File: src/hw/rtl/epst_pkg.sv
// Shared constants and types for the Euclidean spanning tree block.
package epst_pkg;
  localparam int MAX_POINTS = 64;
  localparam int IDX_W = 6;
  localparam int CNT_W = 7;
  localparam int COORD_W = 16;
  localparam int SQ_W = 33;
  localparam int LEN_W = 25;

  typedef struct packed {
    logic load;
    logic [IDX_W-1:0] load_addr;
    logic init;
    logic [IDX_W-1:0] rd_addr;
    logic scan_first;
    logic scan_acc;
    logic take;
    logic upd_acc;
    logic sqrt_start;
    logic [IDX_W-1:0] out_addr;
  } cmd_t;

  typedef struct packed {
    logic found;
    logic sqrt_done;
  } stat_t;
endpackage

File: src/hw/rtl/epst_ctrl.sv
// Controller: load, Prim steps, result streaming.
module epst_ctrl (
  input  logic clk,
  input  logic rst,
  input  logic in_valid,
  output logic in_ready,
  input  logic in_last,
  output logic out_valid,
  input  logic out_ready,
  output logic [epst_pkg::IDX_W-1:0] out_index,
  output logic out_last,
  output epst_pkg::cmd_t cmd,
  input  epst_pkg::stat_t stat
);
  import epst_pkg::*;

  typedef enum logic [2:0] {LOAD, SCAN, TAKE, UPD, EMIT, SQRT, HOLD} state_t;
  state_t state;
  logic [CNT_W-1:0] count;
  logic [CNT_W-1:0] step;
  logic [CNT_W-1:0] pos;
  logic [IDX_W-1:0] vtx;

  assign in_ready = (state == LOAD);

  always_comb begin
    cmd = '0;
    cmd.load = in_valid && in_ready && count < CNT_W'(MAX_POINTS);
    cmd.load_addr = count[IDX_W-1:0];
    cmd.init = in_valid && in_ready && in_last;
    cmd.rd_addr = pos[IDX_W-1:0];
    cmd.scan_first = (state == SCAN) && pos == '0;
    cmd.scan_acc = (state == SCAN) && pos < count;
    cmd.take = (state == TAKE);
    cmd.upd_acc = (state == UPD) && pos < count;
    cmd.sqrt_start = (state == EMIT);
    cmd.out_addr = vtx;
    if (state == EMIT) begin
      cmd.rd_addr = vtx;
    end
  end

  always_ff @(posedge clk) begin
    if (rst) begin
      state <= LOAD;
      count <= '0;
      out_valid <= 1'b0;
    end else begin
      case (state)
        LOAD: begin
          if (in_valid) begin
            if (count < CNT_W'(MAX_POINTS)) count <= count + 1'b1;
            if (in_last) begin
              step <= CNT_W'(1);
              pos <= '0;
              if (count == '0 || (count == CNT_W'(1) && !(count < CNT_W'(MAX_POINTS))))
                state <= EMIT;
              else if (count + 1'b1 <= CNT_W'(1) && count < CNT_W'(MAX_POINTS))
                state <= EMIT;
              else
                state <= SCAN;
              if (count < CNT_W'(MAX_POINTS)) count <= count + 1'b1;
              vtx <= '0;
            end
          end
        end
        SCAN: begin
          if (pos == count + CNT_W'(1)) begin
            pos <= '0;
            state <= stat.found ? TAKE : EMIT;
          end else begin
            pos <= pos + 1'b1;
          end
        end
        TAKE: state <= HOLD;
        HOLD: begin
          pos <= '0;
          state <= UPD;
        end
        UPD: begin
          if (pos == count + CNT_W'(2)) begin
            pos <= '0;
            step <= step + 1'b1;
            state <= (step + 1'b1 == count) ? EMIT : SCAN;
          end else begin
            pos <= pos + 1'b1;
          end
        end
        EMIT: state <= SQRT;
        SQRT: begin
          if (stat.sqrt_done && !out_valid) begin
            out_valid <= 1'b1;
            out_index <= vtx;
            out_last <= (CNT_W'(vtx) + 1'b1 == count);
          end else if (out_valid && out_ready) begin
            out_valid <= 1'b0;
            if (out_last) begin
              count <= '0;
              state <= LOAD;
            end else begin
              vtx <= vtx + 1'b1;
              state <= EMIT;
            end
          end
        end
        default: state <= LOAD;
      endcase
    end
  end
endmodule

File: config.mk
export PLATFORM = sky130hd
export DESIGN_NAME = epst_ctrl
export DESIGN_NICKNAME = d
export VERILOG_FILES = /design/src/hw/rtl/epst_pkg.sv /design/src/hw/rtl/epst_ctrl.sv
export SDC_FILE = /design/constraint.sdc
export NUM_CORES = 1
export LEC_CHECK = 0
export BUFFER_PORTS_ARGS = -buffer_cell sky130_fd_sc_hd__buf_2
export CORE_MARGIN = 3
export CORE_UTILIZATION = 30
export CTS_BUF_LIST = sky130_fd_sc_hd__clkbuf_4
export CTS_CLUSTER_SIZE = 8
export DETAILED_ROUTE_END_ITERATION = 6
export GPL_TIMING_DRIVEN = 0
export PLACE_DENSITY = 0.44
export SYNTH_ARGS = -nofsm -noshare
export SYNTH_HDL_FRONTEND = slang
export SYNTH_SLANG_ARGS = --single-unit
File: constraint.sdc
create_clock -name clk -period 3.1 [get_ports clk]
set_input_delay 0 -clock clk [delete_from_list [all_inputs] [get_ports clk]]
set_output_delay 0 -clock clk [all_outputs]
set_load 0.03 [all_outputs]
== After elaboration in Yosys (flattened, before gate mapping) ==
Cells that the tools add are included.
Cells by class
  bitwise logic cells: 1
  magnitude comparators: 3
  multiplexer cells: 38
  add/subtract/negate cells: 6
  reduce and logical (&&, ||, !) cells: 27
  eq/ne operators: 19
Operators by type and width (count)
  two-way mux 7 bit: 14
  two-way mux 6 bit: 6
  two-way mux 3 bit: 11
  equality test 7 bit: 4
  one-hot mux 7 bit (2 select lines): 2
  one-hot mux 7 bit (4 select lines): 1
  adder 7 x 1 -> 7 bit, second input constant: 3
  one-hot mux 3 bit (7 select lines): 1
  zero test 7 bit: 2
  one-hot mux 6 bit (2 select lines): 1
  logical AND 1 bit: 10
  inequality test 2 bit, second input constant: 5
  AND reduction 5 bit: 2
  equality test 3 bit, second input constant: 3
  adder 6 x 1 -> 7 bit, second input constant: 1
  adder 7 x 2 -> 7 bit, second input constant: 1
  equality test 7 x 1 -> 1 bit, second input constant: 1
  <= comparator 7 x 1 -> 1 bit, second input constant: 1
  < comparator 7 bit: 1
  < comparator 7 bit, second input constant: 1
  AND reduction 7 bit: 1
  adder 6 x 1 -> 6 bit, second input constant: 1
  equality test 3 x 2 -> 1 bit, second input constant: 2
  inequality test 2 x 1 -> 1 bit, second input constant: 3
  other kinds (12): 16
Storage, ports and cells
  output and inout port bits: 34
  input port bits: 7
  logic and storage cells: 102
  register bits after elaboration: 38

== Longest topological paths before layout ==
  word-level depth: 8
  gate-level depth with buffers: 11
  mapped depth without buffers: 10

== Least setup slack after synthesis ==
No wires, ideal clock.
  path kind: register to output
  from: reg count[1]
  to: out cmd[9] (netlist bit)
  stages on the path, launching flop included: 9
  data required time: 3.100 ns
  buffers on the path: 0
  setup slack: 0.563 ns
  data arrival time: 2.537 ns
  cells stage by stage: dfxtp_1 > inv_1 > ha_1 > nor2b_1 > o21a_1 > o21a_1 > o21ai_0 > a21oi_1 > nor4b_1
RTL lines
  start: declaration: RTL line epst_ctrl.sv:19  | logic [CNT_W-1:0] count;
  start signal: assignment: RTL line epst_ctrl.sv:52  | if (count < CNT_W'(MAX_POINTS)) count <= count + 1'b1;
  start signal: assignment: RTL line epst_ctrl.sv:62  | if (count < CNT_W'(MAX_POINTS)) count <= count + 1'b1;
  end: declaration: RTL line epst_ctrl.sv:12  | output epst_pkg::cmd_t cmd,

== Final worst setup path ==
  from: reg count[1]
  to: reg pos[2], data pin
On the way
  word-level cells in the longest chain between the ends: 4
  elaborated cells between the ends (all ways): 7
  those cells by class: add/sub (2); eq/ne (2); mux (3)
Ends and longest elaborated chain
  adder 7 x 2 -> 7 bit / adder 7 x 1 -> 7 bit (equally long branches): RTL line epst_ctrl.sv:81, epst_ctrl.sv:68
  equality test 7 bit (on tied branches): RTL line epst_ctrl.sv:81, epst_ctrl.sv:68
  two-way mux 7 bit (on tied branches): RTL line epst_ctrl.sv:81, epst_ctrl.sv:68
  one-hot mux 7 bit (4 select lines) *: RTL line epst_ctrl.sv:49  | case (state)
  end signal: assignment: RTL line epst_ctrl.sv:72  | pos <= pos + 1'b1;
  end signal: assignment: RTL line epst_ctrl.sv:86  | pos <= pos + 1'b1;
  end: declaration: RTL line epst_ctrl.sv:21  | logic [CNT_W-1:0] pos;
Every way passes the cells marked *; elsewhere a longest branch is shown, timed or not.
A chain may end at the register's enable or synchronous reset.

==> run_summary.xml <==
<?xml version="1.0" encoding="UTF-8"?>
<metrics>
  <group name="outcome">
    <metric name="run_status" unit="">completed</metric>
  </group>
  <group name="timing">
    <metric name="worst_hold_slack" unit="ps">46.72</metric>
    <metric name="finalHoldViolations" unit="">0</metric>
    <metric name="final-setup-viol-count" unit="">0</metric>
    <metric name="fmax" unit="GHz">0.3481</metric>
    <metric name="rsz0062_at_grt" unit="">no</metric>
    <metric name="setup-tns-final" unit="ps">0</metric>
    <metric name="clock_skew" unit="ps">28.20</metric>
    <metric name="relSlewSlack" unit="">0.2000</metric>
    <metric name="period_needed" unit="ps">2872</metric>
    <metric name="worst_slew_pin_slew" unit="ps">1191</metric>
    <metric name="maxSlewViolCount" unit="">0</metric>
    <metric name="share_of_the_clock_period_used_by_the_worst_path_after_layout" unit="">0.9266</metric>
  </group>
  <group name="pwr">
    <metric name="power_total" unit="mW">2.577</metric>
    <metric name="power_per_cell_area" unit="nW/um^2">765.4</metric>
    <metric name="pwr-share-comb" unit="">0.517</metric>
    <metric name="switching_power" unit="mW">1.132</metric>
    <metric name="power.share.clock" unit="">0.174</metric>
    <metric name="peakVddDrop" unit="mV">0.2601</metric>
    <metric name="static-leakage-power" unit="nW">1.325</metric>
    <metric name="internal_power" unit="mW">1.445</metric>
    <metric name="power_switching_share" unit="">0.4392</metric>
    <metric name="p_seq_frac" unit="">0.309</metric>
  </group>
  <group name="synth">
    <metric name="ys.flop_type" unit="">sky130_fd_sc_hd__edfxtp_1</metric>
    <metric name="post_synth_edffs" unit="">27</metric>
    <metric name="ys_warn_count" unit="">0</metric>
    <metric name="synth-seq-area-share" unit="">0.3601</metric>
    <metric name="yosysTopAreaCell" unit="">sky130_fd_sc_hd__edfxtp_1</metric>
    <metric name="mappedNetlistNets" unit="">331</metric>
    <metric name="ys_types" unit="">59</metric>
    <metric name="synthArstFlopShare" unit="">0</metric>
    <metric name="postSynthCellCount" unit="">308</metric>
    <metric name="synth.area.top_cells" unit="">sky130_fd_sc_hd__edfxtp_1, sky130_fd_sc_hd__xnor2_1, sky130_fd_sc_hd__dfxtp_1</metric>
    <metric name="syn-cell-area" unit="um^2">2863</metric>
    <metric name="synthDominantCellAreaShare" unit="">0.2832</metric>
    <metric name="synthesis.area_per_instance" unit="um^2">9.295</metric>
    <metric name="postSynthRegisterBits" unit="">38</metric>
  </group>
  <group name="flow_run">
    <metric name="cap_viol_max_count" unit="">0</metric>
  </group>
  <group name="floorplanning">
    <metric name="core-area" unit="um^2">9240</metric>
    <metric name="die-area" unit="um^2">10750</metric>
    <metric name="die_w" unit="um">103.7</metric>
    <metric name="start_util" unit="">0.3098</metric>
    <metric name="die_h" unit="um">103.7</metric>
    <metric name="placementRows" unit="">35</metric>
    <metric name="ioPinCount" unit="">41</metric>
  </group>
  <group name="global_route">
    <metric name="grt_pass1_wl" unit="um">12420</metric>
    <metric name="maximum_number_of_pins_on_one_net_before_global_route_repair" unit="">14</metric>
    <metric name="grt_util_all_layers" unit="">0.1451</metric>
    <metric name="grt_antenna_before_repair" unit="">0</metric>
    <metric name="grt_pass1_vias" unit="">2305</metric>
    <metric name="grt_remaining_overflow" unit="">0</metric>
  </group>
  <group name="setup_path">
    <metric name="critPathMaxFanout" unit="">9</metric>
    <metric name="timing.critical_path.to_type" unit="">flip-flop</metric>
    <metric name="worst_ep_arrival_time" unit="ps">2990</metric>
    <metric name="rr_startpoint" unit="">count[1]$_SDFFE_PP0P_</metric>
    <metric name="critical_path.endpoint" unit="">pos[2]$_DFFE_PP_</metric>
    <metric name="launch_point_of_the_worst_path" unit="">count[1]$_SDFFE_PP0P_</metric>
    <metric name="worst-r2r-setup-slack" unit="ps">230</metric>
    <metric name="r2r.worst_path.cells" unit="">11</metric>
    <metric name="worst_ep_required_time" unit="ps">3220</metric>
    <metric name="worst_setup_path_start_kind" unit="">flip-flop</metric>
    <metric name="crit_reg_reg_endpoint" unit="">pos[2]$_DFFE_PP_</metric>
    <metric name="worst_path_class_setup" unit="">reg2reg</metric>
  </group>
  <group name="layout">
    <metric name="drive_above_1_share" unit="">0.2117</metric>
    <metric name="layout.core_utilization" unit="">0.3644</metric>
    <metric name="areaGrowthSynthToFinish" unit="%">17.61</metric>
    <metric name="ant_cells" unit="">0</metric>
    <metric name="fillCellCount" unit="">982</metric>
    <metric name="final_nets" unit="">381</metric>
  </group>
  <group name="clock_network">
    <metric name="h_tree_level_count" unit="">2</metric>
    <metric name="clockRootBuffer" unit="">sky130_fd_sc_hd__clkbuf_4</metric>
    <metric name="clkSinkCount" unit="">38</metric>
    <metric name="cts.repair_timing.setup_buffer_count" unit="">0</metric>
    <metric name="number_of_cts_inserted_buffers" unit="">5</metric>
    <metric name="cts_tree" unit="">built</metric>
    <metric name="cts-root-to-sink-buffers" unit="">2</metric>
    <metric name="clk_transition_reported_paths" unit="ps">150</metric>
    <metric name="worst_skew_pair.late_latency" unit="ps">370</metric>
  </group>
  <group name="route">
    <metric name="drt_iter0_markers" unit="">86</metric>
    <metric name="detail_route.vias_per_cell" unit="">4.754</metric>
    <metric name="detail_route.wirelength" unit="um">7682</metric>
    <metric name="drt-wirelength-per-cell" unit="um">15.74</metric>
    <metric name="post-route-drc-count" unit="">0</metric>
    <metric name="via_count" unit="">2320</metric>
    <metric name="drt_pass1_iterations" unit="">4</metric>
    <metric name="final_antenna_net_count" unit="">0</metric>
  </group>
  <group name="placed_design">
    <metric name="gpl.final_weighted_congestion" unit="">0.8907</metric>
    <metric name="hpwlAfterDp" unit="um">5985</metric>
    <metric name="portBuffers" unit="">39</metric>
  </group>
  <group name="min_path">
    <metric name="min_path_type" unit="">in2reg</metric>
  </group>
</metrics>
## worst min-delay path by stage
stage | from | end | slack [ps] | cells after the start
global placement | out_ready | out_valid$_SDFFE_PP0P_ | 240 | 2
finish | in_valid | count[6]$_SDFFE_PP0P_ | 50 | 3
floorplan | out_ready | out_valid$_SDFFE_PP0P_ | 110 | 1
CTS | in_valid | count[6]$_SDFFE_PP0P_ | 20 | 3
global route | in_valid | count[6]$_SDFFE_PP0P_ | 40 | 3
detailed placement | out_ready | out_valid$_SDFFE_PP0P_ | 240 | 2
## power groups by stage
stage	sequential (mW)	clock (mW)	combinational, mW
finish	0.795	0.449	1.33
global route	0.811	0.479	1.47
CTS	0.795	0.464	1.33
detailed placement	0.807	0	1.33
global placement	0.806	0	1.33
floorplan	0.810	0	0.975
## critical path, stage by stage (launching register included)
cell	delay [ps]
sky130_fd_sc_hd__dfxtp_2	490
sky130_fd_sc_hd__ha_1	290
sky130_fd_sc_hd__and3_1	240
sky130_fd_sc_hd__nand3_1	90
sky130_fd_sc_hd__ha_1	310
sky130_fd_sc_hd__xor2_1	160
sky130_fd_sc_hd__nor4_1	240
sky130_fd_sc_hd__nand3_1	130
sky130_fd_sc_hd__o31ai_1	290
sky130_fd_sc_hd__or2_1	160
sky130_fd_sc_hd__buf_6	140
sky130_fd_sc_hd__nor2_1	60
## cell type report
class | count | area [um^2] | area share
sequential | 38 | 1032 | 0.3066
timing repair buffer | 43 | 235.2 | 0.06986
buffer | 22 | 168.9 | 0.05017
tap | 129 | 161.4 | 0.04794
inverter | 15 | 56.30 | 0.01672
clock inverter | 3 | 68.82 | 0.02044
clock buffer | 5 | 37.54 | 0.01115
multi-input combinational | 233 | 1607 | 0.4771
## registers in the layout, indices dropped and copies added, names as in the netlist
| signal | cells |
|---|---|
| out_last | 1 |
| out_index | 6 |
| pos | 7 |
| step | 7 |
| out_valid | 1 |
| count | 7 |
| state | 3 |
| vtx | 6 |
## placed cells by master, fill, tap and decap left out, types with 2 or more instances in the layout
cell                            count
sky130_fd_sc_hd__mux2_2             4
sky130_fd_sc_hd__nand3b_1           2
sky130_fd_sc_hd__clkbuf_4           6
sky130_fd_sc_hd__buf_2             40
sky130_fd_sc_hd__nand2b_1           3
sky130_fd_sc_hd__a21oi_1           11
sky130_fd_sc_hd__and2b_2            2
sky130_fd_sc_hd__ha_1              16
sky130_fd_sc_hd__edfxtp_1          27
sky130_fd_sc_hd__and2_1             3
sky130_fd_sc_hd__inv_1             15
sky130_fd_sc_hd__nand4_1            4
sky130_fd_sc_hd__xor2_1            15
sky130_fd_sc_hd__o21a_1             2
sky130_fd_sc_hd__dlygate4sd3_1      4
sky130_fd_sc_hd__dfxtp_1           10
sky130_fd_sc_hd__a31oi_1            2
sky130_fd_sc_hd__xnor2_1           31
sky130_fd_sc_hd__buf_6              5
sky130_fd_sc_hd__nor2_1            34
sky130_fd_sc_hd__o31ai_1            2
sky130_fd_sc_hd__nand2_1           25
sky130_fd_sc_hd__nand3_1           15
sky130_fd_sc_hd__buf_4              6
sky130_fd_sc_hd__and3_1             6
sky130_fd_sc_hd__nor3_1             8
sky130_fd_sc_hd__clkbuf_1           6
sky130_fd_sc_hd__mux2i_1            2
sky130_fd_sc_hd__o21ai_0           10
sky130_fd_sc_hd__bufinv_16          2
sky130_fd_sc_hd__nor4_1             5
sky130_fd_sc_hd__nor3b_1            2
sky130_fd_sc_hd__clkbuf_8           2
sky130_fd_sc_hd__nor2b_1            3
## timing repair
item / CTS / global route
endpoints found under the setup margin: 0 / 15
resized for setup: 0 / 1
endpoints found under the hold margin: 5 / 0
hold buffers: 4 / 0
## cells in the mapped netlist (all sizes together) (3+ instances only)
cell type,count
inv,15
nor2,34
xor2,15
edfxtp,27
and3,6
nand3,15
nor3,9
o21ai,10
nor4,5
xnor2,31
nand4,4
ha,16
nand2b,3
a21oi,11
mux2,4
clkbuf,10
nand2,25
dfxtp,11
and2,3
buf,12
nor2b,3
## layer usage
layer | vias up | share of wire | wire [um] | GRT usage
met1 | 1108 | 0.49 | 3771 | 0.1981
li1 | 1173 | - | - | -
met4 | 0 | 0.0090 | 69 | 0.04274
met5 | - | 0 | 0 | 0
met3 | 6 | 0.032 | 246 | 0.02430
met2 | 33 | 0.47 | 3594 | 0.2364
## cells by family after synthesis
logic type | count (synthesis) | synth area share
and+or+nand+nor | 124 | 0.2229
DFF | 38 | 0.3601
xor gates and xnor gates | 48 | 0.1578
muxes | 6 | 0.02273
buffers and inverters | 37 | 0.07867
AOI/OAI and AO/OA | 39 | 0.08785
adders and majority gates | 16 | 0.06993
## metrics by stage
step | area, um^2 | setup WS, ps | instances
3_5_place_dp | 3219 | 167.8 | 476
4_1_cts | 3366 | 114.7 | 488
2_1_floorplan | 2863 | 563.4 | 308
6_report | 3367 | 227.7 | 488
5_1_grt | 3367 | 66.09 | 488
3_3_place_gp | 3219 | 132.2 | 476
No activity file was read; power rests on OpenSTA's default activity.
